File: src/hw/rtl/reed_solomon_encoder_top_macros.svh
// assertion macros for the reed-solomon encoder
// expects clk and rst_n in the scope of each use
`ifndef REED_SOLOMON_ENCODER_TOP_MACROS_SVH
`define REED_SOLOMON_ENCODER_TOP_MACROS_SVH

`ifndef SYNTHESIS
`define RSE_ASSERT_IMP(lbl, ante, cons) \
    lbl: assert property (@(posedge clk) disable iff (!rst_n) (ante) |-> (cons)) \
        else $error("rse assertion failed");
`define RSE_ASSERT_NXT(lbl, ante, cons) \
    lbl: assert property (@(posedge clk) disable iff (!rst_n) (ante) |=> (cons)) \
        else $error("rse assertion failed");
`else
`define RSE_ASSERT_IMP(lbl, ante, cons)
`define RSE_ASSERT_NXT(lbl, ante, cons)
`endif

`endif

File: src/hw/rtl/rse_pkg.sv
// shared types, constants and gf(256) functions for the reed-solomon encoder
// no dependencies
package rse_pkg;

    localparam int MAX_PARITY = 32;
    localparam logic [8:0] FIELD_POLY = 9'h11D;

    typedef logic [MAX_PARITY:0][7:0] gen_coef_t;

    typedef struct packed {
        logic feed;
        logic drain;
    } rse_lfsr_ctrl_t;

    function automatic logic [7:0] gf_mul(input logic [7:0] a, input logic [7:0] b);
        logic [7:0] x;
        logic [7:0] acc;
        x = a;
        acc = 8'h00;
        for (int k = 0; k < 8; k++)
        begin
            if (b[k])
            begin
                acc = acc ^ x;
            end
            if (x[7])
            begin
                x = {x[6:0], 1'b0} ^ FIELD_POLY[7:0];
            end
            else
            begin
                x = {x[6:0], 1'b0};
            end
        end
        return acc;
    endfunction

    // g(x) = prod (x + alpha^i), entry 0 is the leading coefficient
    function automatic gen_coef_t gen_poly(input int n);
        gen_coef_t g;
        logic [7:0] root;
        g = '0;
        g[0] = 8'h01;
        root = 8'h01;
        for (int i = 0; i < n; i++)
        begin
            for (int j = i + 1; j >= 1; j--)
            begin
                g[j] = g[j] ^ gf_mul(g[j - 1], root);
            end
            root = gf_mul(root, 8'h02);
        end
        return g;
    endfunction

endpackage

File: src/hw/rtl/reed_solomon_encoder_top.sv
// systematic rs encoder over gf(256), parity_count check bytes per data_length bytes
// a byte that is taken appears on the registered output in the next cycle
// throughput: one data byte per cycle unless the output stalls, then parity_count
// parity bytes per block, set by the single output register shared by data and parity
// reset clears the parity register, counters and output valid at once
`include "reed_solomon_encoder_top_macros.svh"

module reed_solomon_encoder_top #(
    parameter int PARITY_COUNT = 32,
    parameter int DATA_LENGTH  = 223
) (
    input  logic       clk,
    input  logic       rst_n,
    input  logic       s_axis_tvalid,
    output logic       s_axis_tready,
    input  logic [7:0] s_axis_tdata,   // data_byte
    output logic       m_axis_tvalid,
    input  logic       m_axis_tready,
    output logic [7:0] m_axis_tdata,   // out_byte
    output logic       m_axis_tuser,   // is_parity
    output logic       m_axis_tlast    // block_end
);
    import rse_pkg::*;

    localparam int CNT_W = $clog2(DATA_LENGTH + 1);
    localparam int DRN_W = $clog2(PARITY_COUNT);

    logic             out_valid_reg, out_valid_next;
    logic [7:0]       out_byte_reg, out_byte_next;
    logic             out_parity_reg, out_parity_next;
    logic             out_last_reg, out_last_next;
    logic [CNT_W-1:0] byte_cnt_reg, byte_cnt_next;
    logic             drain_reg, drain_next;
    logic [DRN_W-1:0] drain_cnt_reg, drain_cnt_next;

    logic           slot_free;
    logic           in_acc;
    logic           drain_load;
    logic           last_data;
    logic           last_parity;
    logic [7:0]     head;
    rse_lfsr_ctrl_t lfsr_ctrl;

    assign slot_free     = !out_valid_reg || m_axis_tready;
    assign s_axis_tready = slot_free && !drain_reg;
    assign in_acc        = s_axis_tvalid && s_axis_tready;
    assign drain_load    = drain_reg && slot_free;
    assign last_data     = byte_cnt_reg == CNT_W'(DATA_LENGTH - 1);
    assign last_parity   = drain_cnt_reg == DRN_W'(PARITY_COUNT - 1);

    assign lfsr_ctrl.feed  = in_acc;
    assign lfsr_ctrl.drain = drain_load;

    rse_lfsr #(
        .PARITY_COUNT(PARITY_COUNT)
    ) u_lfsr (
        .clk      (clk),
        .rst_n    (rst_n),
        .ctrl     (lfsr_ctrl),
        .data_byte(s_axis_tdata),
        .head     (head)
    );

    always_comb
    begin
        out_valid_next  = out_valid_reg && !m_axis_tready;
        out_byte_next   = out_byte_reg;
        out_parity_next = out_parity_reg;
        out_last_next   = out_last_reg;
        byte_cnt_next   = byte_cnt_reg;
        drain_next      = drain_reg;
        drain_cnt_next  = drain_cnt_reg;
        if (in_acc)
        begin
            out_valid_next  = 1'b1;
            out_byte_next   = s_axis_tdata;
            out_parity_next = 1'b0;
            out_last_next   = 1'b0;
            if (last_data)
            begin
                byte_cnt_next = '0;
                drain_next    = 1'b1;
            end
            else
            begin
                byte_cnt_next = byte_cnt_reg + CNT_W'(1);
            end
        end
        else if (drain_load)
        begin
            out_valid_next  = 1'b1;
            out_byte_next   = head;
            out_parity_next = 1'b1;
            out_last_next   = last_parity;
            if (last_parity)
            begin
                drain_cnt_next = '0;
                drain_next     = 1'b0;
            end
            else
            begin
                drain_cnt_next = drain_cnt_reg + DRN_W'(1);
            end
        end
    end

    always_ff @(posedge clk or negedge rst_n)
    begin
        if (!rst_n)
        begin
            out_valid_reg  <= 1'b0;
            out_byte_reg   <= 8'h00;
            out_parity_reg <= 1'b0;
            out_last_reg   <= 1'b0;
            byte_cnt_reg   <= '0;
            drain_reg      <= 1'b0;
            drain_cnt_reg  <= '0;
        end
        else
        begin
            out_valid_reg  <= out_valid_next;
            out_byte_reg   <= out_byte_next;
            out_parity_reg <= out_parity_next;
            out_last_reg   <= out_last_next;
            byte_cnt_reg   <= byte_cnt_next;
            drain_reg      <= drain_next;
            drain_cnt_reg  <= drain_cnt_next;
        end
    end

    assign m_axis_tvalid = out_valid_reg;
    assign m_axis_tdata  = out_byte_reg;
    assign m_axis_tuser  = out_parity_reg;
    assign m_axis_tlast  = out_last_reg;

    `RSE_ASSERT_IMP(a_no_input_in_drain, drain_reg, !s_axis_tready)
    `RSE_ASSERT_IMP(a_end_is_parity, m_axis_tvalid && m_axis_tlast, m_axis_tuser)
    `RSE_ASSERT_NXT(a_block_close_drains, in_acc && last_data, drain_reg && drain_cnt_reg == '0)
    `RSE_ASSERT_NXT(a_drain_ends, drain_load && last_parity, !drain_reg && m_axis_tlast)
    `RSE_ASSERT_IMP(a_count_idle_in_drain, drain_reg, byte_cnt_reg == '0)

endmodule

File: src/hw/rtl/rse_lfsr.sv
// parity remainder register with constant-coefficient feedback
// depends on rse_pkg
module rse_lfsr #(
    parameter int PARITY_COUNT = 32
) (
    input  logic                    clk,
    input  logic                    rst_n,
    input  rse_pkg::rse_lfsr_ctrl_t ctrl,
    input  logic [7:0]              data_byte,
    output logic [7:0]              head
);
    import rse_pkg::*;

    localparam gen_coef_t GEN = gen_poly(PARITY_COUNT);

    logic [PARITY_COUNT-1:0][7:0] parity_reg;
    logic [PARITY_COUNT-1:0][7:0] parity_next;
    logic [7:0]                   fb;

    assign head = parity_reg[0];

    // drain shifts with zero feedback, emptying the register as it goes
    always_comb
    begin
        fb = ctrl.feed ? (data_byte ^ parity_reg[0]) : 8'h00;
        parity_next = parity_reg;
        if (ctrl.feed || ctrl.drain)
        begin
            for (int k = 0; k < PARITY_COUNT - 1; k++)
            begin
                parity_next[k] = parity_reg[k + 1] ^ gf_mul(GEN[k + 1], fb);
            end
            parity_next[PARITY_COUNT - 1] = gf_mul(GEN[PARITY_COUNT], fb);
        end
    end

    always_ff @(posedge clk or negedge rst_n)
    begin
        if (!rst_n)
        begin
            parity_reg <= '0;
        end
        else
        begin
            parity_reg <= parity_next;
        end
    end

endmodule
File: config.mk
export PLATFORM = sky130hd
export DESIGN_NAME = reed_solomon_encoder_top
export DESIGN_NICKNAME = d
export VERILOG_FILES = /design/src/hw/rtl/rse_pkg.sv /design/src/hw/rtl/reed_solomon_encoder_top.sv /design/src/hw/rtl/rse_lfsr.sv
export VERILOG_INCLUDE_DIRS = /design/src /design/src/hw/rtl
export SDC_FILE = /design/constraint.sdc
export NUM_CORES = 1
export LEC_CHECK = 0
export BUFFER_PORTS_ARGS = -buffer_cell sky130_fd_sc_hd__buf_2
export CELL_PAD_IN_SITES_DETAIL_PLACEMENT = 0
export CELL_PAD_IN_SITES_GLOBAL_PLACEMENT = 1
export CORE_MARGIN = 2
export CORE_UTILIZATION = 54
export DETAILED_ROUTE_END_ITERATION = 8
export MAX_ROUTING_LAYER = met4
export PLACE_DENSITY_LB_ADDON = 0.1
export SLEW_MARGIN = 20
export SYNTH_ARGS = -nofsm -noshare
export SYNTH_HDL_FRONTEND = slang
export SYNTH_SLANG_ARGS = --single-unit
File: constraint.sdc
create_clock -name clk -period 5.2 [get_ports clk]
set_clock_uncertainty 0.15 [all_clocks]
set_input_delay 0.52 -clock clk [delete_from_list [all_inputs] [get_ports clk]]
set_output_delay 0.52 -clock clk [all_outputs]
set_load 0.005 [all_outputs]
Word-level counts from Yosys, hierarchy flattened
Cells that the tools add are included.
{"block": "word_totals", "reg_bits": 281, "input_bits": 12}
{"block": "op_classes", "addsub": 2, "n_bitwise": 410, "eq_ne": 3, "n_reduce_logical": 13, "muxes": 855}
{"op": "$mux W8", "n": 656}
{"op": "$xor A8 B8 Y8", "n": 235}
{"op": "$mux W5", "n": 178}
{"op": "$not A4 Y4", "n": 174}
{"op": "$mux W6", "n": 6}
{"op": "$mux W7", "n": 4}
{"op": "$mux W1", "n": 10}
{"op": "$add A8 B1 Y8 const B", "n": 1}
{"op": "$eq A8 B8 Y1 const B", "n": 1}
{"op": "$add A5 B1 Y5 const B", "n": 1}
{"op": "$eq A5 B5 Y1 const B", "n": 1}
{"op": "$logic_and A1 B1 Y1", "n": 4}
{"op": "$mux W4", "n": 1}
{"op": "$reduce_bool A2 Y1", "n": 2}
{"op": "$logic_not A1 Y1", "n": 3}
{"op": "$reduce_and A3 Y1", "n": 1}
{"op": "$logic_or A1 B1 Y1", "n": 2}
{"op": "$ne A2 B1 Y1 const B", "n": 1}
{"op": "$reduce_and A2 Y1", "n": 1}
{"op": "$not A1 Y1", "n": 1}

Logic depth before layout (Yosys ltp)
{"block": "depth", "word_depth": 29, "ltp_mapped": 10}

By module
From an unflattened synthesis, not the netlist that was laid out.
{"block": "hier_totals", "cells_unflattened": 1435, "hier_area_um2": 14810.5}
{"module": "rse_lfsr", "cells_per_inst": 1311, "instances": 1, "area_per_inst_um2": 13629.3, "seq_area_each_um2": 6406.1}
{"module": "reed_solomon_encoder_top", "cells_per_inst": 124, "instances": 1, "area_per_inst_um2": 1181.1, "seq_area_each_um2": 625.6}

Worst setup path before layout
No wires, ideal clock.
{"block": "synth_timing", "kind": "input-to-reg", "from": "input port s_axis_tdata[2]", "to": "register u_lfsr.parity_reg[68] in the netlist's numbering", "setup_time_ps": 135, "arrival_ps": 2363, "path_slack_ps": 2553, "cell_stages": 7, "cell_sequence": "xor2_2 > buf_4 > xnor2_1 > mux2i_2 > xnor2_1 > xnor2_1 > o21ai_0"}
{"block": "synth_between", "elab_chain_len": 20}
{"item": "start, declared", "line_no": "reed_solomon_encoder_top.sv:16", "source": "input logic [7:0] s_axis_tdata,"}
{"item": "$xor A8 B8 Y8 *", "line_no": "rse_lfsr.sv:25", "source": "fb = ctrl.feed ? (data_byte ^ parity_reg[0]) : 8'h00;"}
{"item": "$mux W8 *", "line_no": "rse_lfsr.sv:25"}
{"item": "$mux W8 *", "line_no": "rse_pkg.sv:22", "source": "if (b[k])"}
{"item": "$mux W8 *", "line_no": "rse_lfsr.sv:27", "source": "if (ctrl.feed || ctrl.drain)"}
{"item": "$xor A8 B8 Y8", "line_no": "rse_pkg.sv:24", "source": "acc = acc ^ x;"}
{"item": "$mux W8 *", "line_no": "rse_pkg.sv:22"}
{"item": "$mux W8 *", "line_no": "rse_lfsr.sv:27"}
{"item": "$xor A8 B8 Y8", "line_no": "rse_pkg.sv:24"}
{"item": "[4 not listed]"}
{"item": "$mux W8 *", "line_no": "rse_lfsr.sv:27"}
{"item": "$xor A8 B8 Y8", "line_no": "rse_pkg.sv:24"}
{"item": "$mux W8 *", "line_no": "rse_pkg.sv:22"}
{"item": "$mux W8 *", "line_no": "rse_lfsr.sv:27"}
{"item": "$xor A8 B8 Y8", "line_no": "rse_pkg.sv:24"}
{"item": "$mux W8 *", "line_no": "rse_pkg.sv:22"}
{"item": "$mux W8 *", "line_no": "rse_lfsr.sv:27"}
{"item": "$xor A8 B8 Y8 *", "line_no": "rse_lfsr.sv:31", "source": "parity_next[k] = parity_reg[k + 1] ^ gf_mul(GEN[k + 1], fb);"}
{"item": "end signal, assigned", "line_no": "rse_lfsr.sv:45", "source": "parity_reg <= parity_next;"}
{"item": "end, declared", "line_no": "rse_lfsr.sv:16", "source": "logic [PARITY_COUNT-1:0][7:0] parity_reg;"}
Mark *: on every way between the ends. The rest lies on a longest branch, timed or not. The select of a mux whose other input is x is not followed.
A chain may end at the register's enable or synchronous reset.

Final worst setup path
{"block": "layout_timing", "from": "register drain_reg", "to": "register u_lfsr.parity_reg[72] in the netlist's numbering"}
{"block": "layout_between", "elab_chain_len": 28}
{"item": "start, declared", "line_no": "reed_solomon_encoder_top.sv:33", "source": "logic drain_reg, drain_next;"}
{"item": "start signal, assigned", "line_no": "reed_solomon_encoder_top.sv:126", "source": "drain_reg <= drain_next;"}
{"item": "$logic_not A1 Y1", "line_no": "reed_solomon_encoder_top.sv:45", "source": "assign s_axis_tready = slot_free && !drain_reg;"}
{"item": "$logic_and A1 B1 Y1", "line_no": "reed_solomon_encoder_top.sv:45"}
{"item": "$logic_and A1 B1 Y1", "line_no": "reed_solomon_encoder_top.sv:46", "source": "assign in_acc = s_axis_tvalid && s_axis_tready;"}
{"item": "$mux W8", "line_no": "rse_lfsr.sv:25"}
{"item": "$mux W6", "line_no": "rse_pkg.sv:22"}
{"item": "$mux W8", "line_no": "rse_lfsr.sv:27"}
{"item": "$xor A8 B8 Y8", "line_no": "rse_pkg.sv:24"}
{"item": "$mux W8", "line_no": "rse_pkg.sv:22"}
{"item": "[12 not listed]"}
{"item": "$mux W8", "line_no": "rse_lfsr.sv:27"}
{"item": "$xor A8 B8 Y8", "line_no": "rse_pkg.sv:24"}
{"item": "$mux W8", "line_no": "rse_pkg.sv:22"}
{"item": "$mux W8", "line_no": "rse_lfsr.sv:27"}
{"item": "$xor A8 B8 Y8", "line_no": "rse_pkg.sv:24"}
{"item": "$mux W8", "line_no": "rse_pkg.sv:22"}
{"item": "$mux W8", "line_no": "rse_lfsr.sv:27"}
{"item": "$xor A8 B8 Y8", "line_no": "rse_lfsr.sv:31"}
Parallel ways exist; a longest one is shown, timed or not. The select of a mux whose other input is x is not followed.

==> impl_metrics.json <==
{
  "status": "finished clean",
  "core_area_um2": 26800,
  "worst_slew_pin_slew_ns": 1.03,
  "ios": 24,
  "cts.reportedPaths.clkPinSlew_ns": 0.06,
  "yosys_warnings": 0,
  "cts.sinks": 281,
  "register_area_um2": 7030,
  "layout-drive-gt1-share_pct": 9.34,
  "fillCellCount": 2268,
  "pwr-share-seq_pct": 32.6,
  "p_per_area_nw_per_um2": 767,
  "p_leak_uw": 0.00695,
  "first_pass_iters": 5,
  "area_delta_synth_final_pct": 10.5,
  "max_freq_ghz": 0.294,
  "final_cell_mix": "dfrtp_1, nand2_1, xnor2_1",
  "diodes": 0,
  "syn_inst": 1466,
  "synth_edf_count": 0,
  "syn_area_um2": 14700,
  "dr.first_iter.drc_count": 832,
  "rsz0062_at_grt": "no",
  "max_stage_delay_ns": 0.91,
  "holdPathStages": 3,
  "worstPathCellList": "nand2b_1, nor3_4, xnor2_2, xnor2_1, xnor2_1, o21ai_0",
  "worst_r2r_endpoint": "u_lfsr.parity_reg[72]",
  "drc_errors": 0,
  "antenna_found_initial": 0,
  "syn_avg_cell_area_um2": 10.0,
  "synth_fp_nets": 1482,
  "vias": 10023,
  "cp_slowest_cell": "nor3_4",
  "rrSetupSlack_ns": 1.79,
  "grtUsageTotal_pct": 29.5,
  "r2r-start": "drain_reg",
  "max_cap_viol_count": 0,
  "wl_um": 39500,
  "tns_ns": 0,
  "layout_commonest_cell": "dfrtp_1",
  "dp_hpwl_um": 26100,
  "path_common_cell": "xnor2_1",
  "crit_fanout": 10,
  "fp.dieArea_um2": 28500,
  "period_needed_ns": 3.41,
  "yosysUniqueCellTypes": 50,
  "numCtsBuffers": 34,
  "portBuffers": 23,
  "largest_reg_flops": 248,
  "clock_path_buffers": 3,
  "die-height_um": 169,
  "grt_max_degree": 263,
  "cp-end-kind": "flip-flop",
  "power_frac_clock_pct": 18.7,
  "crit_required_ns": 5.39,
  "intPower_uw": 7300,
  "gp_congestion": 0.895,
  "fin_ws_ns": 1.79,
  "synthArstFlopShare_pct": 100,
  "period_share_pct": 65.5,
  "gr-total-overflow": 0,
  "routed_via_density": 5.48,
  "p_total_uw": 12400,
  "critical_path_class": "flip-flop to flip-flop",
  "reg2reg_depth": 6,
  "combPwrFrac_pct": 48.7,
  "hold_viol_final": 0,
  "finalMaxSlewViolations": 0,
  "p_sw_uw": 5130,
  "cts_max_level": 2,
  "hold_path_class": "input pin to flip-flop",
  "worstSkewPairLatency_ns": 0.50,
  "synth_ff_type": "dfrtp_1",
  "die_x_um": 169,
  "wire_per_inst_um": 21.6,
  "max-slew-margin-rel_pct": 31.4,
  "min_to": "m_axis_tdata[0]",
  "cts_setup_buffers": 0,
  "finalNetCount": 1484,
  "root_buffer": "clkbuf_16",
  "min_from": "s_axis_tdata[0]",
  "ys_seq_area_share_pct": 47.9,
  "ys_seq_elements": 281,
  "place_ws_ns": 1.63,
  "drtAntennaViolNets": 0,
  "swShare_pct": 41.2,
  "startpoint_type": "flip-flop",
  "start_util_pct": 54.7,
  "crit_arrival_ns": 3.59,
  "grt_pass1_vias": 9782,
  "cts_tree": "done",
  "multi_input_area_um2": 7340,
  "peakVddDrop_mv": 0.390,
  "setup_viol": 0,
  "row_count": 60,
  "grt_first_pass_wirelength_um": 61200
}
metal layers:
layer	global-route usage [%]	vias up	wire length (µm)
met4	8.77	0	1230
met1	42.2	4857	18400
li1	-	4830	-
met2	44.5	266	17800
met5	-	-	0
met3	3.67	70	2070
critical path, delay by kind of cell, from the launching register on:
family / cells / cell delay, ns
AND/OR/NAND/NOR: 2 / 1.29
XOR/XNOR: 3 / 1.21
flip-flops: 1 / 0.47
AO/OA/AOI/OAI: 1 / 0.10
worst max path at each step:
stage	from	depth (start not counted)	to	slack, ns
CTS	drain_reg	6	u_lfsr.parity_reg[72]	1.75
global placement	s_axis_tdata[2]	7	u_lfsr.parity_reg[182]	1.66
finish	drain_reg	6	u_lfsr.parity_reg[72]	1.79
global route	drain_reg	6	u_lfsr.parity_reg[72]	1.60
detailed placement	s_axis_tdata[2]	7	u_lfsr.parity_reg[182]	1.63
floorplan	s_axis_tdata[2]	7	u_lfsr.parity_reg[68]	2.55
power groups by stage:
stage / clock (µW) / sequential (µW) / combinational, µW
floorplan: 0 / 3790 / 4640
global placement: 0 / 4040 / 5960
detailed placement: 0 / 4060 / 6030
CTS: 2370 / 4030 / 6060
global route: 2460 / 4150 / 6660
finish: 2330 / 4050 / 6060
per-stage QoR:
stage / utilization, % / instance area [µm²] / instances / hold slack [ns]
4_1_cts: 60.5 / 16200 / 1830 / 0.0710
3_3_place_gp: 56.4 / 15100 / 1772 / 0.307
6_report: 60.5 / 16200 / 1830 / 0.0849
2_1_floorplan: - / 14700 / 1466 / 0.0744
5_1_grt: 60.5 / 16200 / 1830 / 0.120
3_5_place_dp: 56.4 / 15100 / 1772 / 0.308
repair_timing:
action / in CTS / in global routing
hold buffers: 1 / 0
resized for setup: 0 / 0
endpoints found under the hold margin: 94 / 0
synthesized netlist by cell type (3+ instances only):
library cell  instances  area, µm²
a21o_1                4       30.0
xor2_1              114        998
nor2_2                3       18.8
mux2_2                5       56.3
a21oi_1              27        135
xnor3_1              17        383
a211oi_1             25        188
nand2_1             276       1040
clkbuf_1             61        229
nor2_4                5       56.3
dfrtp_1             281       7030
xor3_1                3       71.3
buf_2                12       60.1
mux2i_1               5       50.1
o221a_2               7       78.8
nand2b_1              5       31.3
a22oi_1               8       60.1
ha_1                  4       50.1
nand4_1               3       18.8
o211ai_1             13       97.6
or3_1                 3       18.8
and3_1                4       25.0
nand3_1              18       90.1
a221o_1               3       30.0
nor2_1               83        312
o21ai_0             205       1030
xnor2_2               8        130
xor2_4                3       82.6
buf_1                 4       15.0
nor3_1                6       30.0
xnor2_1             224       1960
cells by family (layout without fill, tap and decap cells):
kind of cell	Yosys count	in the layout	synth area share [%]
adder cells (fa/ha/maj)	4	4	0.341
flip-flops	281	281	47.9
XOR/XNOR	371	371	25.0
buffers and inverters	82	105	2.33
AND/OR/NAND/NOR	414	414	11.7
multiplexers	12	12	0.913
AO/OA/AOI/OAI	302	302	11.7
final cells by class:
cell class / count / area share [%]
Clock buffer: 52 / 6.17
Clock inverter: 5 / 0.486
Inverter: 2 / 0.0463
Multi-Input combinational cell: 1103 / 45.3
Sequential cell: 281 / 43.4
Tap cell: 341 / 2.63
Timing Repair Buffer: 46 / 2.01
Power figures use the tool's default switching activity.
